File: config.mk
export PLATFORM = sky130hd
export DESIGN_NAME = tgps_queue
export DESIGN_NICKNAME = d
export VERILOG_FILES = /design/src/rtl/core/tgps_pkg.sv /design/src/rtl/core/tgps_queue.sv
export SDC_FILE = /design/constraint.sdc
export NUM_CORES = 1
export LEC_CHECK = 0
export ABC_AREA = 1
export ABC_CLOCK_PERIOD_IN_PS = 18500
export BUFFER_PORTS_ARGS = -buffer_cell sky130_fd_sc_hd__clkbuf_2
export CAP_MARGIN = 20
export CORE_MARGIN = 2
export CORE_UTILIZATION = 48
export CTS_CLUSTER_SIZE = 30
export DETAILED_ROUTE_END_ITERATION = 10
export PLACE_DENSITY = 0.7
export SYNTH_ARGS = -nofsm -noshare
export SYNTH_HDL_FRONTEND = slang
export SYNTH_SLANG_ARGS = --single-unit
File: constraint.sdc
create_clock -name i_clk -period 18.5 [get_ports i_clk]
set_clock_uncertainty 0.15 [all_clocks]
set_input_delay 0.925 -clock i_clk [delete_from_list [all_inputs] [get_ports i_clk]]
set_output_delay 0.925 -clock i_clk [all_outputs]
set_load 0.02 [all_outputs]
File: src/rtl/core/tgps_pkg.sv
// Package for the Gouraud triangle pixel shader.
// Holds shared widths, command codes and the front-to-back transaction type.
// No dependencies.
package tgps_pkg;

    localparam int CoordBits = 11;
    localparam int EdgeBits  = 2 * CoordBits + 3;
    localparam int NumBits   = EdgeBits + 8 + 2;
    localparam int QDepth    = 4;
    localparam int QIdxBits  = 2;

    localparam logic CMD_LOAD  = 1'b0;
    localparam logic CMD_SHADE = 1'b1;

    typedef logic signed [CoordBits-1:0] t_coord;
    typedef logic signed [EdgeBits-1:0]  t_edge;

    // Pixel transaction passed from front to back
    typedef struct packed {
        logic        covered;
        logic        gouraud;
        t_edge       e0;
        t_edge       e1;
        t_edge       e2;
        t_edge       area;
        logic [23:0] c0;
        logic [23:0] c1;
        logic [23:0] c2;
    } t_pix;

endpackage

File: src/rtl/core/tgps_queue.sv
// Short queue between front and back ends.
// Depends on tgps_pkg for the pixel transaction type.
module tgps_queue (
    input  logic           i_clk,
    input  logic           i_rst_n,
    input  logic           i_valid,
    output logic           o_ready,
    input  tgps_pkg::t_pix i_pix,
    output logic           o_valid,
    input  logic           i_ready,
    output tgps_pkg::t_pix o_pix
);
    tgps_pkg::t_pix r_mem [tgps_pkg::QDepth];
    logic [tgps_pkg::QIdxBits-1:0] r_wp, r_rp;
    logic [tgps_pkg::QIdxBits:0]   r_cnt;
    logic wr, rd;

    assign o_ready = r_cnt != (tgps_pkg::QIdxBits + 1)'(tgps_pkg::QDepth);
    assign o_valid = r_cnt != '0;
    assign wr      = i_valid && o_ready;
    assign rd      = o_valid && i_ready;
    assign o_pix   = r_mem[r_rp];

    // Advance pointers
    always_ff @(posedge i_clk) begin
        if (!i_rst_n) begin
            r_wp  <= '0;
            r_rp  <= '0;
            r_cnt <= '0;
        end else begin
            if (wr) r_wp <= r_wp + 1'b1;
            if (rd) r_rp <= r_rp + 1'b1;
            r_cnt <= r_cnt + (tgps_pkg::QIdxBits + 1)'(wr) - (tgps_pkg::QIdxBits + 1)'(rd);
        end
    end

    always_ff @(posedge i_clk) begin
        if (wr) r_mem[r_wp] <= i_pix;
    end
endmodule

==> results of run 1 <==
[report_power, final]
| part | leakage (nW) | switching (mW) | internal [mW] | total, mW |
|---|---|---|---|---|
| sequential | 6.45 | 0.0522 | 1.95 | 2.00 |
| combinational | 3.16 | 0.761 | 0.273 | 1.03 |
| clock | 1.06 | 0.567 | 0.779 | 1.35 |
| total | 10.7 | 1.38 | 3.00 | 4.38 |
[Yosys cell counts]
cell type,instances
a21oi_1,4
nand3_1,3
buf_8,1
buf_2,17
inv_1,15
dfxtp_1,9
nand2_1,13
inv_8,1
clkbuf_1,57
edfxtp_1,696
o21ai_0,301
o21ai_1,48
ha_1,6
buf_6,26
fa_1,1
a21boi_0,2
nor2_1,360
o22ai_1,174
buf_4,14
[worst paths after layout]
check | endpoint | cells past startpoint | from | slack, ns
worst max register to register | r_mem[2][120] | 6 | r_cnt[1] | 14.80
worst max-delay path | o_pix[105] | 5 | flip-flop | 13.45
worst min register to register | flip-flop | 2 | r_rp[0] | 0.34
worst min-delay path | flip-flop | 2 | r_rp[0] | 0.34
[flip-flops by register name, indices dropped and copies added (netlist names), named ones only]
register,cells
r_cnt,3
r_mem,696
r_rp,2
r_wp,2
[final cells by class]
cell class,instances,area [sq um]
inverter,16,70.1
tap,696,871
clock inverter,35,243
multi-input combinational,912,4410
fill,4157,23400
sequential,705,21100
timing repair buffer,373,1940
clock buffer,89,1930
antenna,2,5.00
[cell families (layout without fill, tap and decap cells)]
group                      count (synthesis)  in the layout  share of synthesized area (%)
adders and majority gates                  7              7                          0.362
other                                      0              2                              0
DFF                                      705            705                           80.3
buffers and inverters                    131            513                           2.97
AOI/OAI and AO/OA                        529            529                           10.9
and+or+nand+nor                          376            376                           5.39
[metal layers]
metal	GRT usage, %	share of wire [%]	vias up
li1	-	-	7291
met1	24.6	40	7801
met2	33.2	50	516
met3	5.16	7.2	105
met4	8.10	2.9	0
met5	0	0	-
[critical path, cell delays in order (launching register included)]
cell	delay [ns]
dfxtp_4	0.82
buf_4	0.77
buf_4	0.88
o21ai_0	0.27
o22ai_1	0.24
clkbuf_2	0.22
[metrics by stage]
stage	utilization (%)	setup slack (ns)
finish	56.7	13.45
global route	56.7	13.21
CTS	56.6	13.48
detailed placement	52.6	14.16
global placement	52.6	14.27
floorplan	-	9.37
==> results.cfg, run 1 <==
[die]
start_util_pct = 48.7
pin_count = 354
rows = 85
die_w_um = 238
die_h_um = 238
die_area_sq_um = 56600
core_sq_um = 53900

[critical_path]
cp.arrival_ns = 3.98
critPathLaunchType = flip-flop
critical_path_class = flip-flop to output port
worstPathRequired_ns = 17.43
critPathCaptureType = output port
cp_max_fo = 106

[clocking]
cts.sinks = 705
htree_levels = 3
clk_pin_slew_ns = 0.06
cts_tree = built
cts_made_buffers = 72
clk_path_buf_depth = 3
post_cts_buffers = 0
clk-insertion-delay-late_ns = 0.59
cts_resized = 0
ctsHoldBuffers = 0
cts_root_buf = clkbuf_16

[synthesis]
syn-cell-area_sq_um = 26200
ys_types = 19
synthesis.nets = 1933
syn_area_per_cell_sq_um = 15.0
yosysTopAreaCell = edfxtp_1
syn_inst = 1748
yosysTopAreaCellShare_pct = 79.6
yosys-top-cells-area = edfxtp_1 (80%), o21ai_0 (5.7%), nor2_1 (5.1%)
ys_seq_area_share_pct = 80.3
ys.warnings.count = 0
synth-seq-cells = 705

[pwr]
p_leak_nw = 10.7
powerDensity_nw_per_um2 = 143
ir_drop_mv = 0.0943
finalPower_mw = 4.38

[detailed_routing]
num_vias = 15700
wl_per_cell_um = 20.4
drc = 0
drt_iter0_markers = 1109
viasPerCell = 5.56
totalWireLength_mm = 57.7
ant_nets = 0
dr.pass1.iters = 6

[place]
hpwl_mm = 31.4
place_congestion = 0.756
dpl-instance-area_sq_um = 28400
port_buffers = 353
dp.cells = 2701

[timing]
min_period_ns = 5.05
worst_pin_slew_ns = 1.06
tns_ns = 0
min_period_over_period_pct = 27.3
setup_viol = 0
rsz0062_at_grt = false
worst_hold_slack_ns = 0.340
slew_headroom_pct = 29.1
clock.fmax_mhz = 198
drv_slew = 0
hold_violations = 0

[flow_run]
max-cap-violations = 0

[final_layout]
final_cells = 2828
fin_area_sq_um = 30600
layout_common_cells = edfxtp_1 (696), nor2_1 (356), clkbuf_2 (353), o21ai_0 (301), o22ai_1 (174)
num-nets-final = 2265
final_layout_size_suffix_gt1_share_pct = 22.1
synthToLayoutAreaGrowth_pct = 16.5
layout_commonest_cell = edfxtp_1

[global_route]
grt_usage_pct = 19.8
grt_pass1_wl_mm = 86.1
grt_pass1_vias = 15500
grt-ovfl-total = 0
grt_max_degree = 148
antenna_found_initial = 2

[status]
outcome = finished clean

[min_path]
hp-class = flip-flop to flip-flop
Note: power is estimated with default switching activity, not from simulation.
==> inputs of run 2 (changes only) <==
- ABC_CLOCK_PERIOD_IN_PS: 18500 -> 4180
- PLACE_DENSITY: 0.7 -> 0.73
- clock period: 18.5 -> 4.18 ns (I/O delays scaled with it)
==> results.cfg, run 2 (synthesis gave the netlist of run 1 again) <==
[detailed_routing]
drc = 0
viasPerCell = 5.57
wl_per_cell_um = 20.3
num_vias = 16800
dr.pass1.iters = 6
totalWireLength_mm = 61.3
ant_nets = 0
drt_iter0_markers = 1571

[critical_path]
critPathLaunchType = flip-flop
cp_top_family = buffers and inverters
cp_cell_sequence = buf_4, o21ai_0, o22ai_1, clkbuf_2
slowest_stage = buf_4
cp_slowest_stage_delay_ns = 0.83
cp.arrival_ns = 3.03
worstPathBufferInverterCount = 2
worstPathRequired_ns = 3.82
critical_path_class = flip-flop to output port
cp_max_fo = 83
critPathCaptureType = output port

[min_path]
hp-class = primary input to flip-flop

[timing]
drv_slew = 0
worst_pin_slew_ns = 1.03
hold_violations = 0
clock.fmax_mhz = 295
min_period_over_period_pct = 81.0
rsz0062_at_grt = false
setup_viol = 0
tns_ns = 0
min_period_ns = 3.39
slew_headroom_pct = 31.7

[final_layout]
fin_area_sq_um = 32700
num-nets-final = 2448
largest_register_ff_count = 696
final_layout_size_suffix_gt1_share_pct = 20.9
layout_common_cells = edfxtp_1 (696), nor2_1 (356), clkbuf_2 (353), o21ai_0 (301), dlygate4sd3_1 (178)
largestRegisters = r_mem x696, r_cnt x3
fill_cells = 3859
layout_commonest_cell = edfxtp_1
largest-register = r_mem
synthToLayoutAreaGrowth_pct = 24.5

[clocking]
clk_path_buf_depth = 3
post_cts_buffers = 0
cts_root_buf = clkbuf_16
htree_levels = 3
cts.sinks = 705
cts_tree = built
cts_made_buffers = 72
clk-insertion-delay-late_ns = 0.59
clk_pin_slew_ns = 0.06

[pwr]
ir_drop_mv = 0.494
powerDensity_nw_per_um2 = 611
p_leak_nw = 11.6

[die]
die_h_um = 238
start_util_pct = 48.7
pin_count = 354
die_area_sq_um = 56600
die_w_um = 238
core_sq_um = 53900
rows = 85

[status]
outcome = finished clean

[global_route]
grt_usage_pct = 21.1
grt_pass1_vias = 16900
grt_max_degree = 210
grt-ovfl-total = 0
antenna_found_initial = 2
grt_pass1_wl_mm = 92.1

[place]
port_buffers = 353
place_congestion = 0.787
dpl-instance-area_sq_um = 28600
hpwl_mm = 32.6

[flow_run]
max-cap-violations = 0
run 2: changes by cell type in the layout (fill, tap and decap cells not counted), moves of 2 or more:
cell / delta
bufinv_16: +4
dlygate4sd3_1: +178
clkinv_2: +2
inv_6: +3
buf_12: +11
buf_4: -6
run 2: cell type report:
| type | instances | area [sq um] | share of cell area (%) |
|---|---|---|---|
| clock buffers | 90 | 1930 | 5.92 |
| clock inverters | 43 | 394 | 1.21 |
| flip-flops and latches | 705 | 21100 | 64.5 |
| inverters | 16 | 72.6 | 0.222 |
| multi-input cells | 912 | 4410 | 13.5 |
| repair buffers | 556 | 3900 | 11.9 |
| well taps | 696 | 871 | 2.67 |
| diodes | 3 | 7.51 | 0.0230 |
run 2: final timing paths:
path	start	endpoint	slack, ns	cells after the start
hold / removal	i_pix[59]	r_mem[1][59]	0.22	2
setup reg to reg	r_cnt[1]	r_mem[3][116]	1.58	5
setup / recovery	flip-flop	o_pix[16]	0.79	4
hold reg to reg	r_rp[0]	r_rp[0]	0.35	2
run 2: what timing repair did:
| item | CTS | global route |
|---|---|---|
| hold buffers | 178 | 0 |
| endpoints found under the hold margin | 705 | 0 |
| gates resized for setup | 0 | 0 |
run 2: metal layers:
layer | vias up | global-route usage [%] | wire [um]
li1 | 7668 | - | -
met4 | 0 | 7.91 | 1840
met2 | 703 | 37.4 | 31800
met5 | - | 0 | 0
met3 | 126 | 4.63 | 4270
met1 | 8343 | 25.4 | 23400
run 2: stage by stage:
step	power, mW	util, %	cells	hold slack [ns]	setup slack [ns]
floorplan	12.1	-	1748	0.157	-1.90
global placement	13.5	53.0	2707	0.271	1.48
detailed placement	13.7	53.0	2707	0.278	1.45
CTS	20.1	60.6	3018	0.171	0.768
global route	20.8	60.6	3020	0.188	0.626
finish	20.0	60.6	3021	0.223	0.794
run 2: report_power, final:
group | switching, mW | internal [mW]
combinational | 3.49 | 1.37
clock | 2.57 | 3.72
sequential | 0.218 | 8.60
==> inputs of run 3 (changes only) <==
- ABC_CLOCK_PERIOD_IN_PS: 4180 -> 3240
- PLACE_DENSITY: 0.73 -> 0.7
- clock period: 4.18 -> 3.24 ns (I/O delays scaled with it)
==> results.cfg, run 3 (synthesis gave the netlist of run 1 again) <==
[place]
dp.cells = 2724
port_buffers = 353
place_congestion = 0.776
hpwl_mm = 33.6
dpl-instance-area_sq_um = 28700
pre_cts_ws_ns = 1.04

[detailed_routing]
wl_per_cell_um = 20.1
ant_nets = 0
num_vias = 16600
drc = 0
dr.pass1.iters = 5
viasPerCell = 5.48
totalWireLength_mm = 61.0
drt_iter0_markers = 1194

[timing]
hold_violations = 0
slew_headroom_pct = 39.9
clock.fmax_mhz = 353
drv_slew = 0
rsz0062_at_grt = false
worst_slack_ns = 0.403
tns_ns = 0
worst_hold_slack_ns = 0.162
min_period_over_period_pct = 87.5
worst_pin_slew_ns = 0.901
setup_viol = 0
min_period_ns = 2.84

[pwr]
ir_drop_mv = 0.614
finalPower_mw = 25.9
p_leak_nw = 11.6
powerDensity_nw_per_um2 = 788

[final_layout]
layout_commonest_cell = edfxtp_1
num-nets-final = 2465
final_layout_size_suffix_gt1_share_pct = 21.5
final_cells = 3038
postLayoutCoreUtil_pct = 60.9
largestRegisters = r_mem x696, r_cnt x3
largest_register_ff_count = 696
synthToLayoutAreaGrowth_pct = 25.2
layout_common_cells = edfxtp_1 (696), nor2_1 (355), clkbuf_2 (353), o21ai_0 (301), dlygate4sd3_1 (177)
fin_area_sq_um = 32900
largest-register = r_mem

[clocking]
cts_tree = built
post_cts_buffers = 0
cts_root_buf = clkbuf_16
clk-insertion-delay-late_ns = 0.60
htree_levels = 3
clk_path_buf_depth = 3
clk_pin_slew_ns = 0.06
cts.sinks = 705
cts_made_buffers = 73

[flow_run]
max-cap-violations = 0

[global_route]
grt_pass1_vias = 17100
grt_usage_pct = 21.4
grt_max_degree = 187
antenna_found_initial = 6
grt-ovfl-total = 0
grt_pass1_wl_mm = 94.0

[die]
die_w_um = 238
pin_count = 354
rows = 85
start_util_pct = 48.7
die_h_um = 238
die_area_sq_um = 56600
core_sq_um = 53900

[critical_path]
cp_cell_sequence = buf_12, o21ai_0, o22ai_1, clkbuf_2
r2r_start = r_cnt[1]
worstPathRequired_ns = 2.93
cp_max_fo = 186
rr_worst_depth = 10
cp.arrival_ns = 2.52
cp_slowest_stage_delay_ns = 0.49
critPathLaunchType = flip-flop
critPathCaptureType = output port
critical_path_class = flip-flop to output port
slowest_stage = buf_12
reg2reg_to = r_cnt[2]
reg2reg_slack_ns = 1.11

[min_path]
holdCritStartpoint = i_pix[27]
min_delay_worst_endpoint = r_mem[1][27]
hp-class = primary input to flip-flop
worst_hold_path.num_cells = 2

[status]
outcome = finished clean
[run 3: worst max-delay path by stage]
stage | slack, ns | cells after the start | start | end
floorplan | -0.55 | 4 | r_cnt[1] | r_mem[0][0]
global placement | 1.04 | 5 | flip-flop | o_pix[156]
detailed placement | 1.04 | 5 | flip-flop | o_pix[84]
CTS | 0.35 | 5 | flip-flop | o_pix[61]
global route | 0.24 | 5 | flip-flop | o_pix[48]
finish | 0.40 | 4 | flip-flop | o_pix[149]
[run 3: critical path: cells and delay by family (launching register included)]
family / cells / cell delay, ns
buf+inv: 2 / 0.72
compound gates: 2 / 0.54
flops: 1 / 0.41
[run 3: final cells by class]
class / count / area, sq um
Clock inverter: 48 / 437
Clock buffer: 85 / 1890
Multi-Input combinational cell: 912 / 4440
Inverter: 16 / 70.1
Antenna cell: 4 / 10.0
Sequential cell: 705 / 21100
Timing Repair Buffer: 572 / 4040
Fill cell: 3890 / 21100
Tap cell: 696 / 871
[run 3: routing by layer]
metal  vias to the layer above  share of wire [%]  wire, um  global-route usage [%]
met3                       104                7.0      4300                    4.75
met2                       590                 51     31000                    36.6
met1                      8238                 40     24100                    26.6
met5                         -              0.046        28                       0
met4                         4                2.6      1600                    8.67
li1                       7705                  -         -                       -
[run 3: where the power goes]
group          total (mW)  switching [mW]  leakage, nW  internal [mW]
Clock                8.12            3.37         1.13           4.75
Combinational        6.41            4.57         4.06           1.84
Sequential           11.3           0.246         6.45           11.1
Total                25.9            8.18         11.6           17.7
[run 3: what timing repair did]
action,4_1_cts,5_1_grt
hold buffers,177,0
gates resized for setup,0,0
hold endpoints to repair,716,0
setup endpoints to repair,0,0
